$ cat src/rtl/core/wmd_pkg.sv
// ----------------------------------------------------------------------------
// Waveform min/max decimator package
// Shared widths, constants, configuration indexes and divider status type.
// ----------------------------------------------------------------------------
`default_nettype none

package wmd_pkg;

  localparam int SAMPLE_W    = 16;
  localparam int POS_W       = 20;
  localparam int CCOUNT_W    = 13;
  localparam int COL_W       = 12;
  localparam int MAX_COLUMNS = 4096;
  localparam int PEAK_RATIO  = 5;
  localparam int CFG_ADDR_W  = 2;
  localparam int CFG_DATA_W  = 20;
  localparam int DIV_CNT_W   = $clog2(POS_W);

  typedef enum logic [CFG_ADDR_W-1:0] {
    CFG_WINDOW_START  = 2'd0,
    CFG_WINDOW_LENGTH = 2'd1,
    CFG_COLUMN_COUNT  = 2'd2,
    CFG_PEAK_ENABLE   = 2'd3
  } cfg_idx_t;

  typedef struct packed {
    logic busy;
    logic done;
  } div_stat_t;

endpackage

`default_nettype wire

$ cat src/rtl/core/wmd_if.sv
// ----------------------------------------------------------------------------
// Waveform min/max decimator channels
// Valid/ready request channels for input samples and for results.
// ----------------------------------------------------------------------------
`default_nettype none

interface wmd_in_if;
  logic                                valid;
  logic                                ready;
  logic signed [wmd_pkg::SAMPLE_W-1:0] sample;
  logic                                restart;

  modport source (output valid, sample, restart, input ready);
  modport sink   (input valid, sample, restart, output ready);
endinterface

interface wmd_out_if;
  logic                                valid;
  logic                                ready;
  logic signed [wmd_pkg::SAMPLE_W-1:0] column_max;
  logic signed [wmd_pkg::SAMPLE_W-1:0] column_min;
  logic        [wmd_pkg::POS_W-1:0]    out_index;
  logic                                is_peak;
  logic                                last;

  modport source (output valid, column_max, column_min, out_index, is_peak, last,
                  input ready);
  modport sink   (input valid, column_max, column_min, out_index, is_peak, last,
                  output ready);
endinterface

`default_nettype wire

$ cat src/rtl/core/wmd_div.sv
// ----------------------------------------------------------------------------
// Waveform min/max decimator interval divider
// Restoring divider, one quotient bit per cycle, for the column interval.
// ----------------------------------------------------------------------------
`default_nettype none

module wmd_div (
  input  wire logic                          clk,
  input  wire logic                          rst_n,
  input  wire logic                          start,
  input  wire logic [wmd_pkg::POS_W-1:0]     dividend,
  input  wire logic [wmd_pkg::CCOUNT_W-1:0]  divisor,
  output logic      [wmd_pkg::POS_W-1:0]     quotient,
  output wmd_pkg::div_stat_t                 stat
);

  logic [wmd_pkg::CCOUNT_W-1:0]  rem_r, rem_nxt;
  logic [wmd_pkg::POS_W-1:0]     quo_r, quo_nxt;
  logic [wmd_pkg::CCOUNT_W-1:0]  dvs_r, dvs_nxt;
  logic [wmd_pkg::DIV_CNT_W-1:0] cnt_r, cnt_nxt;
  logic                          busy_r, busy_nxt;
  logic                          done_r, done_nxt;
  logic [wmd_pkg::CCOUNT_W:0]    trial;
  logic [wmd_pkg::CCOUNT_W:0]    diff;
  logic                          qbit;

  always_comb begin
    trial    = {rem_r, quo_r[wmd_pkg::POS_W-1]};
    diff     = trial - {1'b0, dvs_r};
    qbit     = (trial >= {1'b0, dvs_r});
    rem_nxt  = rem_r;
    quo_nxt  = quo_r;
    dvs_nxt  = dvs_r;
    cnt_nxt  = cnt_r;
    busy_nxt = busy_r;
    done_nxt = 1'b0;
    if (start) begin
      rem_nxt  = '0;
      quo_nxt  = dividend;
      dvs_nxt  = divisor;
      cnt_nxt  = '0;
      busy_nxt = 1'b1;
    end else if (busy_r) begin
      rem_nxt = qbit ? diff[wmd_pkg::CCOUNT_W-1:0] : trial[wmd_pkg::CCOUNT_W-1:0];
      quo_nxt = {quo_r[wmd_pkg::POS_W-2:0], qbit};
      cnt_nxt = cnt_r + 1'b1;
      if (cnt_r == wmd_pkg::DIV_CNT_W'(wmd_pkg::POS_W - 1)) begin
        busy_nxt = 1'b0;
        done_nxt = 1'b1;
      end
    end
  end

  always_ff @(posedge clk) begin
    if (!rst_n) begin
      busy_r <= 1'b0;
      done_r <= 1'b0;
      cnt_r  <= '0;
    end else begin
      busy_r <= busy_nxt;
      done_r <= done_nxt;
      cnt_r  <= cnt_nxt;
    end
  end

  always_ff @(posedge clk) begin
    rem_r <= rem_nxt;
    quo_r <= quo_nxt;
    dvs_r <= dvs_nxt;
  end

  assign quotient  = quo_r;
  assign stat.busy = busy_r;
  assign stat.done = done_r;

endmodule

`default_nettype wire

$ cat src/rtl/core/waveform_minmax_decimator.sv
// ----------------------------------------------------------------------------
// Waveform min/max decimator
// Selects a view window of a sample stream and reduces it to per-column
// min/max pairs, or passes the window samples through.
// ----------------------------------------------------------------------------
// Samples arrive on in_chan as requests with a restart flag on the first
// sample of an array; results leave on out_chan, at most one per sample.
// The user must write registers over cfg_we/cfg_addr/cfg_wdata only while the
// block idles; the block does not enforce it. A sample without restart has its
// result loaded into the output register at the edge that takes it, so such
// samples stream at one per cycle while the output register is free.
// A restart sample runs the restoring divider for the column interval:
// one quotient bit per cycle, POS_W bits. The block waits in ST_DIV until the
// divider is done, then in ST_PROC handles the sample itself once the output
// register is free, and returns to ST_IDLE, where the next request is taken.
// The output register is a single stage: a request is taken while a result
// waits only if that result leaves in the same cycle, so a stalled receiver
// holds the input side after one buffered result.
// Reset restores the register defaults (start 0, length 1, one column, peak
// allowed), counts from position 0 in pass-through mode and empties the
// output register.
// ----------------------------------------------------------------------------
`default_nettype none

module waveform_minmax_decimator (
  input  wire logic                            clk,
  input  wire logic                            rst_n,
  input  wire logic                            cfg_we,
  input  wire logic [wmd_pkg::CFG_ADDR_W-1:0]  cfg_addr,
  input  wire logic [wmd_pkg::CFG_DATA_W-1:0]  cfg_wdata,
  wmd_in_if.sink                               in_chan,
  wmd_out_if.source                            out_chan
);

  typedef enum logic [2:0] {
    ST_IDLE = 3'b001,
    ST_DIV  = 3'b010,
    ST_PROC = 3'b100
  } state_t;

  localparam logic signed [wmd_pkg::SAMPLE_W-1:0] SMP_MIN =
    {1'b1, {(wmd_pkg::SAMPLE_W-1){1'b0}}};
  localparam logic signed [wmd_pkg::SAMPLE_W-1:0] SMP_MAX =
    {1'b0, {(wmd_pkg::SAMPLE_W-1){1'b1}}};

  state_t state_r, state_nxt;

  logic [wmd_pkg::POS_W-1:0]    wstart_r;
  logic [wmd_pkg::POS_W-1:0]    wlength_r;
  logic [wmd_pkg::CCOUNT_W-1:0] ccount_r;
  logic                         peak_en_r;

  logic [wmd_pkg::POS_W-1:0]           pos_r, pos_nxt;
  logic [wmd_pkg::COL_W-1:0]           col_r, col_nxt;
  logic [wmd_pkg::POS_W-1:0]           cnt_r, cnt_nxt;
  logic [wmd_pkg::POS_W-1:0]           interval_r, interval_nxt;
  logic signed [wmd_pkg::SAMPLE_W-1:0] rmax_r, rmax_nxt;
  logic signed [wmd_pkg::SAMPLE_W-1:0] rmin_r, rmin_nxt;
  logic                                peak_r, peak_nxt;
  logic signed [wmd_pkg::SAMPLE_W-1:0] smp_r;

  logic                                out_valid_r, out_valid_nxt;
  logic signed [wmd_pkg::SAMPLE_W-1:0] out_max_r, out_min_r;
  logic [wmd_pkg::POS_W-1:0]           out_idx_r;
  logic                                out_peak_r, out_last_r;

  logic                                out_free, accept, restart_acc, step;
  logic signed [wmd_pkg::SAMPLE_W-1:0] cur;
  logic [wmd_pkg::POS_W:0]             pos_end;
  logic [wmd_pkg::POS_W:0]             five_c;
  logic                                peak_ok;
  logic                                in_norm, in_peak, last_norm, last_peak;
  logic                                col_last, col_done;
  logic [wmd_pkg::POS_W-1:0]           cnt_inc;
  logic signed [wmd_pkg::SAMPLE_W-1:0] max_new, min_new;
  logic                                res_valid;
  logic signed [wmd_pkg::SAMPLE_W-1:0] res_max, res_min;
  logic [wmd_pkg::POS_W-1:0]           res_idx;
  logic                                res_peak, res_last;

  logic [wmd_pkg::POS_W-1:0] div_q;
  wmd_pkg::div_stat_t        div_st;

  wmd_div u_div (
    .clk      (clk),
    .rst_n    (rst_n),
    .start    (restart_acc),
    .dividend (wlength_r),
    .divisor  (ccount_r),
    .quotient (div_q),
    .stat     (div_st)
  );

  assign out_free       = !out_valid_r || out_chan.ready;
  assign in_chan.ready  = (state_r == ST_IDLE) && out_free;
  assign accept         = in_chan.valid && in_chan.ready;
  assign restart_acc    = accept && in_chan.restart;
  assign step           = (accept && !in_chan.restart) ||
                          ((state_r == ST_PROC) && out_free);
  assign cur            = (state_r == ST_PROC) ? smp_r : in_chan.sample;

  always_comb begin
    five_c  = {{(wmd_pkg::POS_W+1-wmd_pkg::CCOUNT_W-2){1'b0}}, ccount_r, 2'b00} +
              {{(wmd_pkg::POS_W+1-wmd_pkg::CCOUNT_W){1'b0}}, ccount_r};
    peak_ok = peak_en_r && (ccount_r != '0) &&
              (ccount_r <= wmd_pkg::CCOUNT_W'(wmd_pkg::MAX_COLUMNS)) &&
              ({1'b0, wlength_r} >= five_c);

    pos_end   = {1'b0, wstart_r} + {1'b0, wlength_r};
    in_norm   = (pos_r >= wstart_r) && ({1'b0, pos_r} <= pos_end);
    last_norm = ({1'b0, pos_r} == pos_end);
    in_peak   = (pos_r >= wstart_r) && ({1'b0, pos_r} < pos_end);
    last_peak = (({1'b0, pos_r} + 1'b1) == pos_end);

    col_last = (ccount_r == '0) || (({1'b0, col_r} + 1'b1) >= ccount_r);
    cnt_inc  = (cnt_r == '1) ? cnt_r : cnt_r + 1'b1;
    col_done = col_last ? last_peak : (cnt_inc >= interval_r);
    max_new  = (cur > rmax_r) ? cur : rmax_r;
    min_new  = (cur < rmin_r) ? cur : rmin_r;

    res_valid = 1'b0;
    res_max   = cur;
    res_min   = cur;
    res_idx   = pos_r - wstart_r;
    res_peak  = 1'b0;
    res_last  = last_norm;

    pos_nxt      = pos_r;
    col_nxt      = col_r;
    cnt_nxt      = cnt_r;
    rmax_nxt     = rmax_r;
    rmin_nxt     = rmin_r;
    peak_nxt     = peak_r;
    interval_nxt = interval_r;

    if (div_st.done) begin
      interval_nxt = peak_r ? div_q : '0;
    end

    if (restart_acc) begin
      pos_nxt  = '0;
      col_nxt  = '0;
      cnt_nxt  = '0;
      rmax_nxt = SMP_MIN;
      rmin_nxt = SMP_MAX;
      peak_nxt = peak_ok;
    end else if (step) begin
      if (pos_r != '1) begin
        pos_nxt = pos_r + 1'b1;
        if (!peak_r) begin
          res_valid = in_norm;
        end else if (in_peak) begin
          rmax_nxt = max_new;
          rmin_nxt = min_new;
          cnt_nxt  = cnt_inc;
          if (col_done) begin
            res_valid = 1'b1;
            res_max   = max_new;
            res_min   = min_new;
            res_idx   = {{(wmd_pkg::POS_W-wmd_pkg::COL_W){1'b0}}, col_r};
            res_peak  = 1'b1;
            res_last  = col_last;
            col_nxt   = col_r + 1'b1;
            cnt_nxt   = '0;
            rmax_nxt  = SMP_MIN;
            rmin_nxt  = SMP_MAX;
          end
        end
      end
    end
  end

  always_comb begin
    state_nxt = state_r;
    unique case (state_r)
      ST_IDLE: begin
        if (restart_acc) state_nxt = ST_DIV;
      end
      ST_DIV: begin
        if (div_st.done) state_nxt = ST_PROC;
      end
      ST_PROC: begin
        if (out_free) state_nxt = ST_IDLE;
      end
      default: state_nxt = ST_IDLE;
    endcase
  end

  always_comb begin
    out_valid_nxt = out_valid_r;
    if (step && res_valid) begin
      out_valid_nxt = 1'b1;
    end else if (out_chan.ready) begin
      out_valid_nxt = 1'b0;
    end
  end

  always_ff @(posedge clk) begin
    if (!rst_n) begin
      state_r     <= ST_IDLE;
      wstart_r    <= '0;
      wlength_r   <= wmd_pkg::POS_W'(1);
      ccount_r    <= wmd_pkg::CCOUNT_W'(1);
      peak_en_r   <= 1'b1;
      pos_r       <= '0;
      col_r       <= '0;
      cnt_r       <= '0;
      interval_r  <= '0;
      rmax_r      <= SMP_MIN;
      rmin_r      <= SMP_MAX;
      peak_r      <= 1'b0;
      out_valid_r <= 1'b0;
    end else begin
      state_r     <= state_nxt;
      pos_r       <= pos_nxt;
      col_r       <= col_nxt;
      cnt_r       <= cnt_nxt;
      interval_r  <= interval_nxt;
      rmax_r      <= rmax_nxt;
      rmin_r      <= rmin_nxt;
      peak_r      <= peak_nxt;
      out_valid_r <= out_valid_nxt;
      if (cfg_we) begin
        unique case (wmd_pkg::cfg_idx_t'(cfg_addr))
          wmd_pkg::CFG_WINDOW_START:  wstart_r  <= cfg_wdata[wmd_pkg::POS_W-1:0];
          wmd_pkg::CFG_WINDOW_LENGTH: wlength_r <= cfg_wdata[wmd_pkg::POS_W-1:0];
          wmd_pkg::CFG_COLUMN_COUNT:  ccount_r  <= cfg_wdata[wmd_pkg::CCOUNT_W-1:0];
          wmd_pkg::CFG_PEAK_ENABLE:   peak_en_r <= cfg_wdata[0];
          default: ;
        endcase
      end
    end
  end

  always_ff @(posedge clk) begin
    if (accept) smp_r <= in_chan.sample;
    if (step && res_valid) begin
      out_max_r  <= res_max;
      out_min_r  <= res_min;
      out_idx_r  <= res_idx;
      out_peak_r <= res_peak;
      out_last_r <= res_last;
    end
  end

  assign out_chan.valid      = out_valid_r;
  assign out_chan.column_max = out_max_r;
  assign out_chan.column_min = out_min_r;
  assign out_chan.out_index  = out_idx_r;
  assign out_chan.is_peak    = out_peak_r;
  assign out_chan.last       = out_last_r;

  a_restart_enters_div: assert property (@(posedge clk) disable iff (!rst_n)
    restart_acc |=> (state_r == ST_DIV))
    else $error("restart request did not start the interval division");

  a_div_done_in_div: assert property (@(posedge clk) disable iff (!rst_n)
    div_st.done |-> (state_r == ST_DIV))
    else $error("divider finished outside the division state");

  a_no_request_while_busy: assert property (@(posedge clk) disable iff (!rst_n)
    (div_st.busy || state_r == ST_PROC) |-> !in_chan.ready)
    else $error("request taken while a restart is in progress");

  a_pass_column_zero: assert property (@(posedge clk) disable iff (!rst_n)
    !peak_r |-> (col_r == '0))
    else $error("column number advanced in pass-through mode");

  a_no_peak_result_outside_peak: assert property (@(posedge clk) disable iff (!rst_n)
    (step && res_valid && res_peak) |-> peak_r)
    else $error("min/max pair produced in pass-through mode");

endmodule

`default_nettype wire
$ cat src/flat_wrapper.sv
// flat-port wrapper written by rule: the top's interface ports become plain ports
module waveform_minmax_decimator_flat 
  (clk, rst_n, cfg_we, cfg_addr, cfg_wdata, in_chan_valid, in_chan_sample, in_chan_restart, in_chan_ready, out_chan_valid, out_chan_column_max, out_chan_column_min, out_chan_out_index, out_chan_is_peak, out_chan_last, out_chan_ready);
  wmd_in_if in_chan_i ();
  wmd_out_if out_chan_i ();
  input  wire logic clk;
  input  wire logic rst_n;
  input  wire logic cfg_we;
  input  wire logic [wmd_pkg::CFG_ADDR_W-1:0] cfg_addr;
  input  wire logic [wmd_pkg::CFG_DATA_W-1:0] cfg_wdata;
  input wire logic [$bits(in_chan_i.valid)-1:0] in_chan_valid;
  input wire logic [$bits(in_chan_i.sample)-1:0] in_chan_sample;
  input wire logic [$bits(in_chan_i.restart)-1:0] in_chan_restart;
  output wire logic [$bits(in_chan_i.ready)-1:0] in_chan_ready;
  output wire logic [$bits(out_chan_i.valid)-1:0] out_chan_valid;
  output wire logic [$bits(out_chan_i.column_max)-1:0] out_chan_column_max;
  output wire logic [$bits(out_chan_i.column_min)-1:0] out_chan_column_min;
  output wire logic [$bits(out_chan_i.out_index)-1:0] out_chan_out_index;
  output wire logic [$bits(out_chan_i.is_peak)-1:0] out_chan_is_peak;
  output wire logic [$bits(out_chan_i.last)-1:0] out_chan_last;
  input wire logic [$bits(out_chan_i.ready)-1:0] out_chan_ready;
  assign in_chan_i.valid = in_chan_valid;
  assign in_chan_i.sample = in_chan_sample;
  assign in_chan_i.restart = in_chan_restart;
  assign in_chan_ready = in_chan_i.ready;
  assign out_chan_valid = out_chan_i.valid;
  assign out_chan_column_max = out_chan_i.column_max;
  assign out_chan_column_min = out_chan_i.column_min;
  assign out_chan_out_index = out_chan_i.out_index;
  assign out_chan_is_peak = out_chan_i.is_peak;
  assign out_chan_last = out_chan_i.last;
  assign out_chan_i.ready = out_chan_ready;
  waveform_minmax_decimator u_core (.clk(clk), .rst_n(rst_n), .cfg_we(cfg_we), .cfg_addr(cfg_addr), .cfg_wdata(cfg_wdata), .in_chan(in_chan_i), .out_chan(out_chan_i));
endmodule
$ cat config.mk
export PLATFORM = sky130hd
export DESIGN_NAME = waveform_minmax_decimator_flat
export DESIGN_NICKNAME = d
export VERILOG_FILES = /design/src/rtl/core/wmd_pkg.sv /design/src/rtl/core/wmd_if.sv /design/src/rtl/core/wmd_div.sv /design/src/rtl/core/waveform_minmax_decimator.sv /design/src/flat_wrapper.sv
export SDC_FILE = /design/constraint.sdc
export NUM_CORES = 1
export LEC_CHECK = 0
export BUFFER_PORTS_ARGS = -buffer_cell sky130_fd_sc_hd__buf_2
export CORE_UTILIZATION = 63
export DETAILED_ROUTE_END_ITERATION = 6
export MAX_ROUTING_LAYER = met4
export PLACE_DENSITY = 0.89
export SETUP_SLACK_MARGIN = 0.3
export SYNTH_ARGS = -nofsm -noshare
export SYNTH_HDL_FRONTEND = slang
export SYNTH_SLANG_ARGS = --single-unit
$ cat constraint.sdc
create_clock -name clk -period 7.45 [get_ports clk]
set_clock_uncertainty 0.2 [all_clocks]
set_input_delay 0.3725 -clock clk [delete_from_list [all_inputs] [get_ports clk]]
set_output_delay 0.3725 -clock clk [all_outputs]
set_load 0.1 [all_outputs]
==> qor.csv <==
metric,value,unit
switching pwr,1.39,mW
CTS tree,done,
Logic pwr share,22.1,%
starting density of the core,64.0,%
unrepaired setup endpoints after global routing,false,
DR WL/cell,20.0,microns
slowest cell on the critical path,a2111oi_2,
"Cell Count, Final, Fillers Out",2508,
DIE AREA,29800,sq um
internal cell power,3.00,mW
n_diodes,0,
total track usage,34.3,%
max-slew violations,0,
arrival time worst endpoint,6190,ps
"EDFF count, synth",103,
Total Power,4.39,mW
number of fill cells,2002,
Met3 Wirelength,3580,microns
Root Driver,clkbuf_16,
worst-margin pin slew,1200,ps
H-tree lvl count,1,
Mapped Cells,1996,
CP peak stage delay,610,ps
routed via count,15700,
DR WL met2,23900,microns
Critical Path Fanout Max,55,
TritonRoute pass-1 iters,6,
post-synthesis cell area,18400,sq um
Worst-Skew Late Latency,590,ps
clk slew on worst S/H paths,70,ps
Core ar.,28700,sq um
Setup Viol. Count Final,0,
first-pass GRT wire length,80100,microns
sequential-to-total area share from yosys stat,36.8,%
max cap viols,0,
period utilisation layout,81.2,%
clk buf depth,3,
largest net degree at the start of global routing,82,
syn_nets,2212,
Setup TNS,0,ps
CP Capture Type,flop,
Ports,100,
Synth Warn #,0,
"Cell Chain, Critical Path",ha_1 > inv_1 > fa_1 > nor2b_1 > o2111a_1 > nor4_2 > or3_1 > nor3b_1 > or2_2 > ha_1 > a21oi_1 > o21ai_0 > a21oi_1 > a21boi_1 > a2111oi_2 > o21ai_1 > o31ai_4 > buf_4 > mux2_2,
top routing layer in use,met4,
Final Hold Violating Endpoints,0,
P per Cell Area,214,nW/um^2
fin area,20500,sq um
fraction of layout instances using a drive strength above 1,11.9,%
"antenna viol nets, final",0,
Fmax,0.165,GHz
Final HPWL DP,35600,microns
min Tclk post-route,6050,ps
crit path launch type,flop,
GP Congestion,0.961,
Die Y-Extent,173,microns
Area after DPL,19100,sq um
WS Path Type,reg -> reg,
Clk pwr share,36.7,%
syn avg cell area,9.20,sq um
synthesized flop and latch total,286,
nets,2316,
CTS Sinks,286,
Sw Ratio,31.7,%
antenna violations before repair,0,
grt ovf,0,
DIE WIDTH,173,microns
Vias/cell,6.25,
Hold Slack,31.7,ps
Num CTS Buffers,30,
number of global-route vias before repair,15500,
Inst Count DP,2415,
CP required,7590,ps
DRC,0,
Peak supply drop,0.000157,V
area grow syn2layout,11.7,%
post-cts sizing count,0,
Hold Path Class,in -> reg,
Std-Cell Rows,62,
Pleak,8.84,nW
IO Port Bufs,99,
initial DRC count,1422,
Slew HR,19.7,%
WL final,50200,microns
"Top FF cell, synth",dfxtp_1,
outcome,"finished, final reports clean",
Sequential Power Share,41.2,%
Reg2Reg Setup Slack,1400,ps
ys async rst share,0,%
Yosys cell types,93,
DRT met1 WL,19200,microns
[cell families (layout without fill, tap and decap cells)]
logic type      count (synthesis)  count (layout)  share of synthesized area (%)
simple gates                  662             662                           18.1
mux                            85              85                           5.34
xor+xnor                      121             121                           6.00
fa+ha+maj                     172             172                           11.9
flops                         286             286                           36.8
buf+inv                       207             335                           4.65
compound gates                463             463                           17.2
[power by group through the flow]
| stage | registers, mW | logic (mW) | clock network, mW |
|---|---|---|---|
| floorplan | 2.05 | 0.509 | 0 |
| global placement | 1.83 | 0.905 | 0 |
| detailed placement | 1.84 | 0.933 | 0 |
| CTS | 1.80 | 0.955 | 1.61 |
| global route | 1.82 | 1.04 | 1.68 |
| finish | 1.81 | 0.971 | 1.61 |
[registers in the layout, summed over array words and instances, names as in the netlist, 3 cells and up]
name	count
u_core.ccount_r	13
u_core.cnt_r	20
u_core.col_r	12
u_core.interval_r	20
u_core.out_chan.column_max	16
u_core.out_chan.column_min	16
u_core.out_chan.out_index	20
u_core.pos_r	20
u_core.rmax_r	16
u_core.rmin_r	16
u_core.smp_r	16
u_core.state_r	3
u_core.u_div.cnt_r	5
u_core.u_div.dvs_r	13
u_core.u_div.quotient	20
u_core.u_div.rem_r	13
u_core.wlength_r	20
u_core.wstart_r	20
[stage by stage]
step | setup slack (ps) | utilization, %
4_1_cts | 1510 | 71.5
2_1_floorplan | 960 | -
3_3_place_gp | 1700 | 66.5
3_5_place_dp | 1520 | 66.5
5_1_grt | 1030 | 71.5
6_report | 1400 | 71.5
[cells in the mapped netlist, types with 11 or more instances]
library cell | instances | share of area [%]
nor2_1 | 89 | 1.8
a22o_1 | 30 | 1.4
buf_2 | 16 | 0.44
or3_1 | 11 | 0.37
mux2_2 | 32 | 2.0
xor2_1 | 51 | 2.4
a21boi_0 | 61 | 2.5
edfxtp_1 | 103 | 17
nand3_1 | 39 | 1.1
xnor2_1 | 66 | 3.1
and3b_1 | 12 | 0.57
clkbuf_1 | 50 | 1.0
ha_1 | 168 | 11
nand2b_1 | 20 | 0.68
mux2i_1 | 35 | 1.9
o21a_1 | 33 | 1.3
and3_1 | 25 | 0.85
o211ai_1 | 12 | 0.49
a31oi_1 | 13 | 0.44
nand2_1 | 277 | 5.7
nor3_1 | 24 | 0.65
nand4_1 | 39 | 1.3
dfxtp_1 | 183 | 20
o21ai_0 | 92 | 2.5
mux2_4 | 18 | 1.5
nor2b_1 | 31 | 1.1
a21o_1 | 45 | 1.8
a21oi_1 | 96 | 2.6
inv_1 | 129 | 2.6
and2_1 | 27 | 0.92
[layout make-up]
cell class                 instances  area, sq um  share of cell area [%]
clock buffer                      36          803                    3.92
tap                              384          480                    2.34
sequential                       286         6760                    32.9
clock inverter                    20          256                    1.25
multi-input combinational       1503        10800                    52.5
inverter                         129          484                    2.36
timing repair buffer             150          971                    4.73
[worst paths after layout]
kind,startpoint,to,cells after the start
min reg2reg,u_core.wstart_r[14]$_SDFFE_PN0P_,u_core.wstart_r[14]$_SDFFE_PN0P_,2
min,cfg_addr[1],u_core.peak_en_r$_SDFFE_PN1P_,4
max,u_core.wlength_r[0]$_SDFFE_PN1P_,u_core.out_chan.out_index[4]$_DFFE_PP_,19
max reg2reg,u_core.wlength_r[0]$_SDFFE_PN1P_,u_core.out_chan.out_index[4]$_DFFE_PP_,19
[placed cells by master, fill, tap and decap left out, types with 20 or more instances in the layout]
cell | Yosys | layout
nor2b_1 | 31 | 31
xor2_1 | 51 | 51
nand2_1 | 277 | 276
nand2b_1 | 20 | 20
o21a_1 | 33 | 33
nand4_1 | 39 | 39
a22o_1 | 30 | 30
nor2_1 | 89 | 89
o21ai_0 | 92 | 92
mux2i_1 | 35 | 35
buf_2 | 16 | 99
nor3_1 | 24 | 24
clkbuf_16 | 0 | 30
a21o_1 | 45 | 45
a21boi_0 | 61 | 61
and2_1 | 27 | 27
nand3_1 | 39 | 39
inv_1 | 129 | 129
dfxtp_1 | 183 | 183
a21oi_1 | 96 | 96
xnor2_1 | 66 | 66
mux2_2 | 32 | 32
and3_1 | 25 | 25
edfxtp_1 | 103 | 103
dlygate4sd3_1 | 0 | 37
ha_1 | 168 | 168
[worst max-delay path: cells and delay by family, from the launching register on]
kind	cells	cell delay (ps)
AOI/OAI and AO/OA	8	2160
and+or+nand+nor	5	1210
adders and majority gates	3	910
buffers and inverters	2	560
muxes	1	390
DFF	1	360
[repair_timing]
action | CTS | global route
endpoints found under the hold margin | 71 | 0
buffers inserted | 0 | 0
hold buffers | 37 | 0
[layer usage]
layer,GRT usage (%),vias to the layer above
li1,-,7317
met1,39.2,7411
met2,57.1,736
met3,4.46,214
met4,21.2,0
met5,-,-
No activity file was read; power rests on OpenSTA's default activity.
